<file path="config.mk">
export PLATFORM = sky130hd
export DESIGN_NAME = text_console_char_writer_core
export DESIGN_NICKNAME = d
export VERILOG_FILES = /design/src/rtl/core/tcw_pkg.sv /design/src/rtl/core/tcw_front.sv /design/src/rtl/core/tcw_op_queue.sv /design/src/rtl/core/tcw_back.sv /design/src/rtl/core/text_console_char_writer_core.sv
export SDC_FILE = /design/constraint.sdc
export NUM_CORES = 1
export LEC_CHECK = 0
export BUFFER_PORTS_ARGS = -buffer_cell sky130_fd_sc_hd__buf_2
export CORE_UTILIZATION = 59
export DETAILED_ROUTE_END_ITERATION = 16
export PLACE_DENSITY = 0.78
export SLEW_MARGIN = 15
export SYNTH_ARGS = -nofsm -noshare
export SYNTH_HDL_FRONTEND = slang
export SYNTH_SLANG_ARGS = --single-unit
</file>
<file path="constraint.sdc">
create_clock -name clk -period 4.64 [get_ports clk]
set_clock_uncertainty 0.2 [all_clocks]
set_input_delay 0.232 -clock clk [delete_from_list [all_inputs] [get_ports clk]]
set_output_delay 0.232 -clock clk [all_outputs]
set_load 0.02 [all_outputs]
</file>
<file path="src/rtl/core/tcw_pkg.sv">
// Package with the shared types, codes and sizes of the text console character writer.
package tcw_pkg;

  // Default grid and tab sizes.
  localparam int COLUMNS_DEFAULT  = 80;
  localparam int ROWS_DEFAULT     = 25;
  localparam int TAB_STOP_DEFAULT = 2;

  // Fixed widths, sized for the largest grid and tab stop supported.
  localparam int CHAR_W     = 8;
  localparam int COLOR_W    = 4;
  localparam int COL_W      = 7;
  localparam int ROW_W      = 5;
  localparam int ROW_BASE_W = 12;
  localparam int ADDR_W     = 11;
  localparam int VALUE_W    = 16;
  localparam int PHASE_W    = 3;
  localparam int TAB_CNT_W  = 4;
  localparam int CFG_IDX_W  = 1;

  // Character codes with a special meaning.
  localparam logic [CHAR_W-1:0] CODE_BS    = 8'd8;
  localparam logic [CHAR_W-1:0] CODE_TAB   = 8'd9;
  localparam logic [CHAR_W-1:0] CODE_LF    = 8'd10;
  localparam logic [CHAR_W-1:0] CODE_CR    = 8'd13;
  localparam logic [CHAR_W-1:0] CODE_SPACE = 8'd32;

  // Configuration register indexes.
  localparam logic [CFG_IDX_W-1:0] REG_FOREGROUND = 1'd0;
  localparam logic [CFG_IDX_W-1:0] REG_BACKGROUND = 1'd1;

  // Reset values of the colour registers.
  localparam logic [COLOR_W-1:0] FOREGROUND_RESET = 4'd15;
  localparam logic [COLOR_W-1:0] BACKGROUND_RESET = 4'd0;

  // Kind of work that one character asks of the back end.
  typedef enum logic [2:0] {
    OP_PRINT,
    OP_LF,
    OP_CR,
    OP_BS,
    OP_TAB
  } op_kind_t;

  // One classified character as it travels through the queue.
  typedef struct packed {
    op_kind_t          kind;
    logic [CHAR_W-1:0] code;
  } op_t;

endpackage

</file>
<file path="src/rtl/core/tcw_front.sv">
// Front end: accepts characters and classifies them into operations.
module tcw_front (
  input  logic                       push,
  output logic                       full,
  input  logic [tcw_pkg::CHAR_W-1:0] char_code,
  output logic                       op_push,
  output tcw_pkg::op_t               op,
  input  logic                       op_full
);

  // A character is taken whenever the queue has room.
  assign full    = op_full;
  assign op_push = push && !op_full;

  // Sort the character into its operation kind.
  always_comb begin
    op.code = char_code;
    case (char_code)
      tcw_pkg::CODE_LF:  op.kind = tcw_pkg::OP_LF;
      tcw_pkg::CODE_CR:  op.kind = tcw_pkg::OP_CR;
      tcw_pkg::CODE_BS:  op.kind = tcw_pkg::OP_BS;
      tcw_pkg::CODE_TAB: op.kind = tcw_pkg::OP_TAB;
      default:           op.kind = tcw_pkg::OP_PRINT;
    endcase
  end

endmodule

</file>
<file path="src/rtl/core/tcw_op_queue.sv">
// Two-entry queue of classified operations between the front and back ends.
module tcw_op_queue (
  input  logic         clk,
  input  logic         rst,
  input  logic         wr_en,
  input  tcw_pkg::op_t wr_op,
  output logic         full,
  input  logic         rd_en,
  output tcw_pkg::op_t rd_op,
  output logic         not_empty
);

  tcw_pkg::op_t slots [2];
  logic         wr_ptr;
  logic         rd_ptr;
  logic [1:0]   count;

  assign full      = (count == 2'd2);
  assign not_empty = (count != 2'd0);
  assign rd_op     = slots[rd_ptr];

  // Pointers and fill count.
  always_ff @(posedge clk) begin
    if (rst) begin
      wr_ptr <= 1'b0;
      rd_ptr <= 1'b0;
      count  <= 2'd0;
    end else begin
      if (wr_en) begin
        wr_ptr <= !wr_ptr;
      end
      if (rd_en) begin
        rd_ptr <= !rd_ptr;
      end
      if (wr_en && !rd_en) begin
        count <= count + 2'd1;
      end else if (rd_en && !wr_en) begin
        count <= count - 2'd1;
      end
    end
  end

  // Entry storage.
  always_ff @(posedge clk) begin
    if (wr_en) begin
      slots[wr_ptr] <= wr_op;
    end
  end

endmodule

</file>
<file path="src/rtl/core/tcw_back.sv">
// Back end: keeps the cursor and colours and produces the cell writes.
module tcw_back #(
  parameter int COLUMNS  = tcw_pkg::COLUMNS_DEFAULT,
  parameter int ROWS     = tcw_pkg::ROWS_DEFAULT,
  parameter int TAB_STOP = tcw_pkg::TAB_STOP_DEFAULT
) (
  input  logic                          clk,
  input  logic                          rst,
  input  logic                          cfg_write,
  input  logic [tcw_pkg::CFG_IDX_W-1:0] cfg_index,
  input  logic [tcw_pkg::COLOR_W-1:0]   cfg_data,
  input  logic                          op_valid,
  input  tcw_pkg::op_t                  op,
  output logic                          op_pop,
  output logic                          empty,
  input  logic                          pop,
  output logic [tcw_pkg::ADDR_W-1:0]    cell_address,
  output logic [tcw_pkg::VALUE_W-1:0]   cell_value,
  output logic                          last
);

  localparam int COL_W  = tcw_pkg::COL_W;
  localparam int ROW_W  = tcw_pkg::ROW_W;
  localparam int BASE_W = tcw_pkg::ROW_BASE_W;
  localparam int PH_W   = tcw_pkg::PHASE_W;
  localparam int TC_W   = tcw_pkg::TAB_CNT_W;

  logic [tcw_pkg::COLOR_W-1:0] foreground;
  logic [tcw_pkg::COLOR_W-1:0] background;
  logic [COL_W-1:0]            column, column_next;
  logic [ROW_W-1:0]            row, row_next;
  logic [BASE_W-1:0]           row_base, row_base_next;
  logic [PH_W-1:0]             phase, phase_next;
  logic                        tab_active, tab_active_next;
  logic [TC_W-1:0]             tab_left, tab_left_next;
  logic                        out_valid;

  logic                        col_wrap, row_wrap;
  logic [COL_W-1:0]            adv_column;
  logic [PH_W-1:0]             adv_phase;
  logic [ROW_W-1:0]            lf_row;
  logic [BASE_W-1:0]           lf_base;
  logic                        slot_free;
  logic                        do_write;
  logic [COL_W-1:0]            wr_column;
  logic [tcw_pkg::CHAR_W-1:0]  wr_char;
  logic                        wr_last;
  logic [TC_W-1:0]             tab_count;
  logic [BASE_W-1:0]           addr_sum;

  assign empty     = !out_valid;
  assign slot_free = !out_valid || pop;

  // Colour registers.
  always_ff @(posedge clk) begin
    if (rst) begin
      foreground <= tcw_pkg::FOREGROUND_RESET;
      background <= tcw_pkg::BACKGROUND_RESET;
    end else if (cfg_write) begin
      case (cfg_index)
        tcw_pkg::REG_FOREGROUND: foreground <= cfg_data;
        tcw_pkg::REG_BACKGROUND: background <= cfg_data;
        default: ;
      endcase
    end
  end

  // Cursor movement shared by the operations.
  always_comb begin
    col_wrap = (column == COL_W'(COLUMNS - 1));
    row_wrap = (row == ROW_W'(ROWS - 1));
    lf_row   = row_wrap ? '0 : row + ROW_W'(1);
    lf_base  = row_wrap ? '0 : row_base + BASE_W'(COLUMNS);
    if (col_wrap) begin
      adv_column = '0;
      adv_phase  = '0;
    end else begin
      adv_column = column + COL_W'(1);
      adv_phase  = (phase == PH_W'(TAB_STOP - 1)) ? '0 : phase + PH_W'(1);
    end
    tab_count = TC_W'(TAB_STOP) - TC_W'(phase);
  end

  // Operation sequencing: decide the cursor update and any cell write.
  always_comb begin
    column_next     = column;
    row_next        = row;
    row_base_next   = row_base;
    phase_next      = phase;
    tab_active_next = tab_active;
    tab_left_next   = tab_left;
    op_pop          = 1'b0;
    do_write        = 1'b0;
    wr_column       = column;
    wr_char         = tcw_pkg::CODE_SPACE;
    wr_last         = 1'b1;
    if (op_valid) begin
      case (op.kind)
        tcw_pkg::OP_LF: begin
          op_pop        = 1'b1;
          column_next   = '0;
          phase_next    = '0;
          row_next      = lf_row;
          row_base_next = lf_base;
        end
        tcw_pkg::OP_CR: begin
          op_pop      = 1'b1;
          column_next = '0;
          phase_next  = '0;
        end
        tcw_pkg::OP_BS: begin
          if (column == '0) begin
            op_pop = 1'b1;
          end else if (slot_free) begin
            op_pop      = 1'b1;
            do_write    = 1'b1;
            wr_column   = column - COL_W'(1);
            column_next = column - COL_W'(1);
            phase_next  = (phase == '0) ? PH_W'(TAB_STOP - 1) : phase - PH_W'(1);
          end
        end
        tcw_pkg::OP_TAB: begin
          if (slot_free) begin
            do_write    = 1'b1;
            column_next = adv_column;
            phase_next  = adv_phase;
            if (col_wrap) begin
              row_next      = lf_row;
              row_base_next = lf_base;
            end
            if (tab_active) begin
              wr_last       = (tab_left == TC_W'(1));
              tab_left_next = tab_left - TC_W'(1);
            end else begin
              wr_last       = (tab_count == TC_W'(1));
              tab_left_next = tab_count - TC_W'(1);
            end
            tab_active_next = !wr_last;
            op_pop          = wr_last;
          end
        end
        default: begin
          if (slot_free) begin
            op_pop      = 1'b1;
            do_write    = 1'b1;
            wr_char     = op.code;
            column_next = adv_column;
            phase_next  = adv_phase;
            if (col_wrap) begin
              row_next      = lf_row;
              row_base_next = lf_base;
            end
          end
        end
      endcase
    end
    addr_sum = row_base + BASE_W'(wr_column);
  end

  // Cursor and tab state.
  always_ff @(posedge clk) begin
    if (rst) begin
      column     <= '0;
      row        <= '0;
      row_base   <= '0;
      phase      <= '0;
      tab_active <= 1'b0;
      tab_left   <= '0;
    end else begin
      column     <= column_next;
      row        <= row_next;
      row_base   <= row_base_next;
      phase      <= phase_next;
      tab_active <= tab_active_next;
      tab_left   <= tab_left_next;
    end
  end

  // Output register holding the oldest waiting cell write.
  always_ff @(posedge clk) begin
    if (rst) begin
      out_valid <= 1'b0;
    end else if (do_write) begin
      out_valid <= 1'b1;
    end else if (pop) begin
      out_valid <= 1'b0;
    end
  end

  always_ff @(posedge clk) begin
    if (do_write) begin
      cell_address <= addr_sum[tcw_pkg::ADDR_W-1:0];
      cell_value   <= {background, foreground, wr_char};
      last         <= wr_last;
    end
  end

endmodule

</file>
<file path="src/rtl/core/text_console_char_writer_core.sv">
// Text console character writer: classifies characters and turns them into cell writes.
// The block takes one character code per clock cycle while the queue has room, and
// keeps a cursor in a grid of ROWS by COLUMNS cells. Printable codes, tab and backspace
// (but for a backspace at column zero) produce writes of a 16-bit cell word (character
// in the low byte, background and foreground colour in the high byte) to cell address
// row * COLUMNS + column; line feed and carriage return only move the cursor. A front
// end classifies each character into a two-entry queue, and a back end with a one-entry
// output register carries it out, so input is taken while a result still waits. A tab
// writes TAB_STOP minus the column modulo TAB_STOP spaces, one at a time, and the queue
// fills behind it. A result passes through the queue and the output register, and the
// last write of a character is flagged by last.
module text_console_char_writer_core #(
  parameter int COLUMNS  = tcw_pkg::COLUMNS_DEFAULT,
  parameter int ROWS     = tcw_pkg::ROWS_DEFAULT,
  parameter int TAB_STOP = tcw_pkg::TAB_STOP_DEFAULT
) (
  input  logic                          clk,
  input  logic                          rst,
  input  logic                          cfg_write,
  input  logic [tcw_pkg::CFG_IDX_W-1:0] cfg_index,
  input  logic [tcw_pkg::COLOR_W-1:0]   cfg_data,
  input  logic                          push,
  output logic                          full,
  input  logic [tcw_pkg::CHAR_W-1:0]    char_code,
  output logic                          empty,
  input  logic                          pop,
  output logic [tcw_pkg::ADDR_W-1:0]    cell_address,
  output logic [tcw_pkg::VALUE_W-1:0]   cell_value,
  output logic                          last
);

  logic         op_push;
  tcw_pkg::op_t front_op;
  logic         op_full;
  logic         op_pop;
  tcw_pkg::op_t head_op;
  logic         head_valid;

  // Classification of incoming characters.
  tcw_front u_front (
    .push      (push),
    .full      (full),
    .char_code (char_code),
    .op_push   (op_push),
    .op        (front_op),
    .op_full   (op_full)
  );

  // Decoupling queue.
  tcw_op_queue u_queue (
    .clk       (clk),
    .rst       (rst),
    .wr_en     (op_push),
    .wr_op     (front_op),
    .full      (op_full),
    .rd_en     (op_pop),
    .rd_op     (head_op),
    .not_empty (head_valid)
  );

  // Cursor keeping and cell write generation.
  tcw_back #(
    .COLUMNS  (COLUMNS),
    .ROWS     (ROWS),
    .TAB_STOP (TAB_STOP)
  ) u_back (
    .clk          (clk),
    .rst          (rst),
    .cfg_write    (cfg_write),
    .cfg_index    (cfg_index),
    .cfg_data     (cfg_data),
    .op_valid     (head_valid),
    .op           (head_op),
    .op_pop       (op_pop),
    .empty        (empty),
    .pop          (pop),
    .cell_address (cell_address),
    .cell_value   (cell_value),
    .last         (last)
  );

endmodule

</file>
# Word-level counts from Yosys, hierarchy flattened
# Memories as Yosys holds them, arrays and structs flattened. A register that Yosys moved wholly into a read port is not among the register bits.
# Cells that the tools add are included.
# totals
in_bits,18
ramBits,22
n_memories,1
wordCells,122
regBits,73
# mem_list
name,depth,word_bits,rd,rd_ports_with_merged_regs,write_ports,line,text
u_queue.slots,2,11,1,1,1,tcw_op_queue.sv:13,tcw_pkg::op_t slots [2];
# op_classes
bitwise_logic,4
eq_ne,16
reduce_logical,29
mux,44
n_addsub,12
# ops
operator,count
7-bit two-way mux,6
12-bit two-way mux,3
8-bit by 4-bit == test with 1-bit output (second input constant),4
12-bit one-hot mux with 2 select lines,1
3-bit two-way mux,6
1-bit two-way mux,16
5-bit two-way mux,3
7-bit one-hot mux with 2 select lines,1
12-bit by 7-bit adder with 12-bit output (second input constant),1
3-bit one-hot mux with 4 select lines,1
2-bit nonzero test,6
11-bit by 7-bit adder with 11-bit output,1
5-bit one-hot mux with 2 select lines,1
4-bit by 1-bit == test with 1-bit output (second input constant),2
4-bit AND reduction,2
4-bit by 1-bit subtractor with 4-bit output (second input constant),2
7-bit by 1-bit adder with 7-bit output (second input constant),1
7-bit == test (second input constant),1
1-bit zero test,7
7-bit zero test,1
7-bit by 1-bit subtractor with 7-bit output (second input constant),1
3-bit by 1-bit == test with 1-bit output (second input constant),2
3-bit by 2-bit == test with 1-bit output (second input constant),2
3-bit one-hot mux with 2 select lines,1
other kinds (24),33

# Depth between registers and ports, before layout
# depth
depth_word,12
mapped_depth,12

# By module
# From an unflattened synthesis, not the netlist that was laid out.
# hier_totals
cells_unflattened,461
hier_area_um2,4787.1
# by_module_without_submodules
mod,seq_area_each_um2,n_inst,area_per_inst_um2,cells_per_inst
tcw_back,1561.5,1,3648.5,387
tcw_op_queue,760.7,1,999.7,56
tcw_front,0.0,1,138.9,18

# Worst setup path before layout
# OpenSTA, ideal clock, no wires.
# synth_path
path_type,register to register
from,memory u_queue.slots[1][10] in the netlist's numbering
to,register u_back.cell_address[0] in the netlist's numbering (enable)
path_slack_ps,748
n_path_buf,0
arrival_time_ps,3236
stages_incl_launch_ff,5
path_cell_list,edfxtp_1 -> nand2b_1 -> o22ai_2 -> nand2_1 -> a21boi_0
# synth_rtl
element,line,text
start: declaration,tcw_op_queue.sv:13,
end signal: assignment,tcw_back.sv:192,cell_address <= addr_sum[tcw_pkg::ADDR_W-1:0];
end: declaration,tcw_back.sv:17,"output logic [tcw_pkg::ADDR_W-1:0] cell_address,"

==> metrics.cfg <==
[run_status]
status = completed

[worst_setup_path]
crit_path_start_kind = register
data_arrival_time_of_the_critical_path_ps = 3650
cp.required_ps = 4570
critical_path_class = register to register
worst-path-max-fanout = 21
critPathCaptureType = register

[global_route]
groute.layer.met1.usage_pct = 34.6
grt_pass1_wl_um = 16800
grt_pass1_vias = 3476
routing_usage_on_met3_pct = 5.16
groute.usage.overall_pct = 26.2
grt_antenna_before_repair = 0
gr-total-overflow = 0
groute.layer.met2.usage_pct = 41.9
gr-max-usage-layer = met2
grt_start_max_net_pins = 38

[route]
wl_per_cell_um = 17.1
postRouteAntennaNets = 0
detail_route.first_pass.iterations = 6
via_per_inst = 6.15
drt_first_iter_violations = 262
number_of_remaining_drc_errors = 0
num_vias = 3646
routed_wl_um = 10100

[floorplanning]
core_area_sq_um = 7370
design.die.area_sq_um = 8130
floorplan.io_pins = 48
die_w_um = 90.2
die_h_um = 90.2
starting_density_of_the_core_pct = 62.2
rows = 31

[logic_synthesis]
synth-warning-count = 0
netlist_instances = 434
ys_seq_elements = 91
synth.lib_cells_used.distinct = 70
postSynth.topFlopCell = sky130_fd_sc_hd__edfxtp_1
synth.yosys.seq_area_share_pct = 50.7
synth.cell_area_sq_um = 4580
mappedNetlistNets = 471
yosys-top-cells-count = 50 x sky130_fd_sc_hd__edfxtp_1, 41 x sky130_fd_sc_hd__dfxtp_1, 40 x sky130_fd_sc_hd__nand2_1, 33 x sky130_fd_sc_hd__nor2_1, 25 x sky130_fd_sc_hd__a21oi_1
post_synth_arst_share_pct = 0
yosysTopAreaCellShare_pct = 32.8
yosys.cell_count.top_type = sky130_fd_sc_hd__edfxtp_1
synth.area.top_cells = sky130_fd_sc_hd__edfxtp_1 33%, sky130_fd_sc_hd__dfxtp_1 18%, sky130_fd_sc_hd__ha_1 4.9%, sky130_fd_sc_hd__nand2_1 3.3%, sky130_fd_sc_hd__mux2i_1 3.1%
yosys.area.top_type = sky130_fd_sc_hd__edfxtp_1
synth.avg_cell_area_sq_um = 10.6
synth_edf_count = 50

[placed_design]
routabilityCongestion = 0.971
post-place-cells = 562
post-dp-hpwl_um = 6810
dp_slack_ps = 977
place.port_buffers = 47

[timing]
tightest_slew_ps = 886
setup-tns-final_ps = 0
timing.max_slew.rel_slack_pct = 40.7
post-route-period-util_pct = 80.0
slew_viol_final = 0
max_freq_ghz = 0.269
grt_setup_unrepaired = no
final_critical_path_setup_slack_ps = 927
setup_viol = 0
timing.final.hold_violations = 0
minimum_clock_period_after_layout_ps = 3710

[cts]
cts.reportedPaths.clkPinSlew_ps = 100
clock_insertion_delay_worst_skew_ps = 380
post_cts.repair.setup_buffers = 0
cts.path.max_buffers = 2
cts_tree = yes
clkSinkCount = 91
cts-root-buf = sky130_fd_sc_hd__clkbuf_8
number_of_buffers_created_by_cts = 9
ctsHtreeMaxLevel = 3

[cells_and_area]
syn2layout_area_growth_pct = 14.3
antenna_cells = 0
final_net_count = 526
filler_cell_count = 540
final_layout_size_suffix_gt1_share_pct = 16.4
multi_input_area_sq_um = 2100
seq_area_sq_um = 2320
post_layout_nonfiller_instances = 593

[job]
drv_cap = 0

[power]
power_density_normalized_to_cell_area_nw_per_um2 = 552
p_total_uw = 2890
power.leakage_uw = 0.00194
ir_worst_vdd_mv = 0.349

[hold_path]
hold_class = input port to register
min_from = push

-- routing by layer --
metal  part of all wire, %  wire, um  up-vias
met2                    49      4920      149
li1                      -         -     1731
met5                     0         0        -
met4                   2.3       236        0
met3                   5.9       595       24
met1                    43      4370     1742
-- metrics by stage --
stage | util [%] | instance area, sq um | hold slack (ps)
global placement | 66.0 | 4870 | 215
detailed placement | 66.0 | 4870 | 217
floorplan | - | 4580 | 131
CTS | 71.1 | 5240 | 32.2
finish | 71.1 | 5240 | 42.6
global route | 71.1 | 5240 | 37.0
-- critical path, cell delays in order (launching register included) --
cell                       delay (ps)
sky130_fd_sc_hd__dfxtp_1          900
sky130_fd_sc_hd__nand2b_1         350
sky130_fd_sc_hd__o22ai_2          450
sky130_fd_sc_hd__nand2_1          190
sky130_fd_sc_hd__o21ai_0          220
sky130_fd_sc_hd__o31ai_1          120
sky130_fd_sc_hd__ha_1             250
sky130_fd_sc_hd__fa_1             430
sky130_fd_sc_hd__a21o_1           190
sky130_fd_sc_hd__nand4_1          100
sky130_fd_sc_hd__xnor2_1           60
-- layout make-up --
cell class,instances,area share [%]
inverter,20,1.43
sequential,91,44.3
multi-input combinational,304,40.1
clock inverter,6,1.84
clock buffer,10,2.44
timing repair buffer,63,7.50
tap,99,2.36
-- layout by cell type, fill, tap and decap left out, types with 3 or more instances in the layout --
cell type / n
sky130_fd_sc_hd__a211oi_1: 4
sky130_fd_sc_hd__a21o_1: 4
sky130_fd_sc_hd__a21oi_1: 25
sky130_fd_sc_hd__a221oi_1: 3
sky130_fd_sc_hd__a22oi_1: 5
sky130_fd_sc_hd__a41oi_1: 3
sky130_fd_sc_hd__and2_1: 4
sky130_fd_sc_hd__and3_1: 4
sky130_fd_sc_hd__buf_2: 47
sky130_fd_sc_hd__clkbuf_8: 9
sky130_fd_sc_hd__dfxtp_1: 41
sky130_fd_sc_hd__dlygate4sd3_1: 15
sky130_fd_sc_hd__edfxtp_1: 50
sky130_fd_sc_hd__ha_1: 18
sky130_fd_sc_hd__inv_1: 19
sky130_fd_sc_hd__mux2i_1: 14
sky130_fd_sc_hd__nand2_1: 40
sky130_fd_sc_hd__nand2b_1: 4
sky130_fd_sc_hd__nand3_1: 13
sky130_fd_sc_hd__nand4_1: 5
sky130_fd_sc_hd__nor2_1: 33
sky130_fd_sc_hd__nor2_2: 3
sky130_fd_sc_hd__nor2b_1: 5
sky130_fd_sc_hd__nor3_1: 7
sky130_fd_sc_hd__o211ai_1: 9
sky130_fd_sc_hd__o21ai_0: 20
sky130_fd_sc_hd__o31ai_1: 6
sky130_fd_sc_hd__o32ai_1: 4
sky130_fd_sc_hd__o41ai_1: 6
sky130_fd_sc_hd__xnor2_1: 7
sky130_fd_sc_hd__xor2_1: 8
-- where the power goes --
| group | internal, uW | switching (uW) | total (uW) |
|---|---|---|---|
| clock network | 310 | 300 | 610 |
| logic | 388 | 706 | 1090 |
| registers | 1060 | 130 | 1190 |
-- path summary, 6_finish.rpt --
check	endpoint	slack (ps)	cells past startpoint
min	u_queue.wr_ptr$_SDFFE_PP0P_	40	4
max reg2reg	u_back.cell_address[10]$_DFFE_PP_	930	10
min reg2reg	u_back.cell_value[14]$_DFFE_PP_	240	0
max	u_back.cell_address[10]$_DFFE_PP_	930	10
-- registers in the layout (all words and copies together) (netlist names), named ones only --
name	cells
u_back.out_valid	1
u_back.cell_address	11
u_back.column	7
u_queue.slots	22
u_back.phase	3
u_back.background	4
u_back.foreground	4
u_back.row	5
u_queue.rd_ptr	1
u_back.cell_value	16
u_back.row_base	7
u_back.tab_active	1
u_back.last	1
u_queue.count	2
u_back.tab_left	4
u_queue.wr_ptr	1
-- logic make-up (layout without fill, tap and decap cells) --
kind of cell / Yosys count / after routing / synth area share, %
multiplexers: 18 / 18 / 4.04
flip-flops: 91 / 91 / 50.7
XOR/XNOR: 15 / 15 / 2.87
AND/OR/NAND/NOR: 137 / 137 / 15.0
adder cells (fa/ha/maj): 19 / 19 / 5.35
AO/OA/AOI/OAI: 115 / 115 / 18.6
buffers and inverters: 39 / 99 / 3.58
-- repair_timing --
action | in CTS | in global routing
hold buffers | 15 | 0
resized for setup | 0 | 0
endpoints found under the hold margin | 24 | 0
No activity file was read; power rests on OpenSTA's default activity.
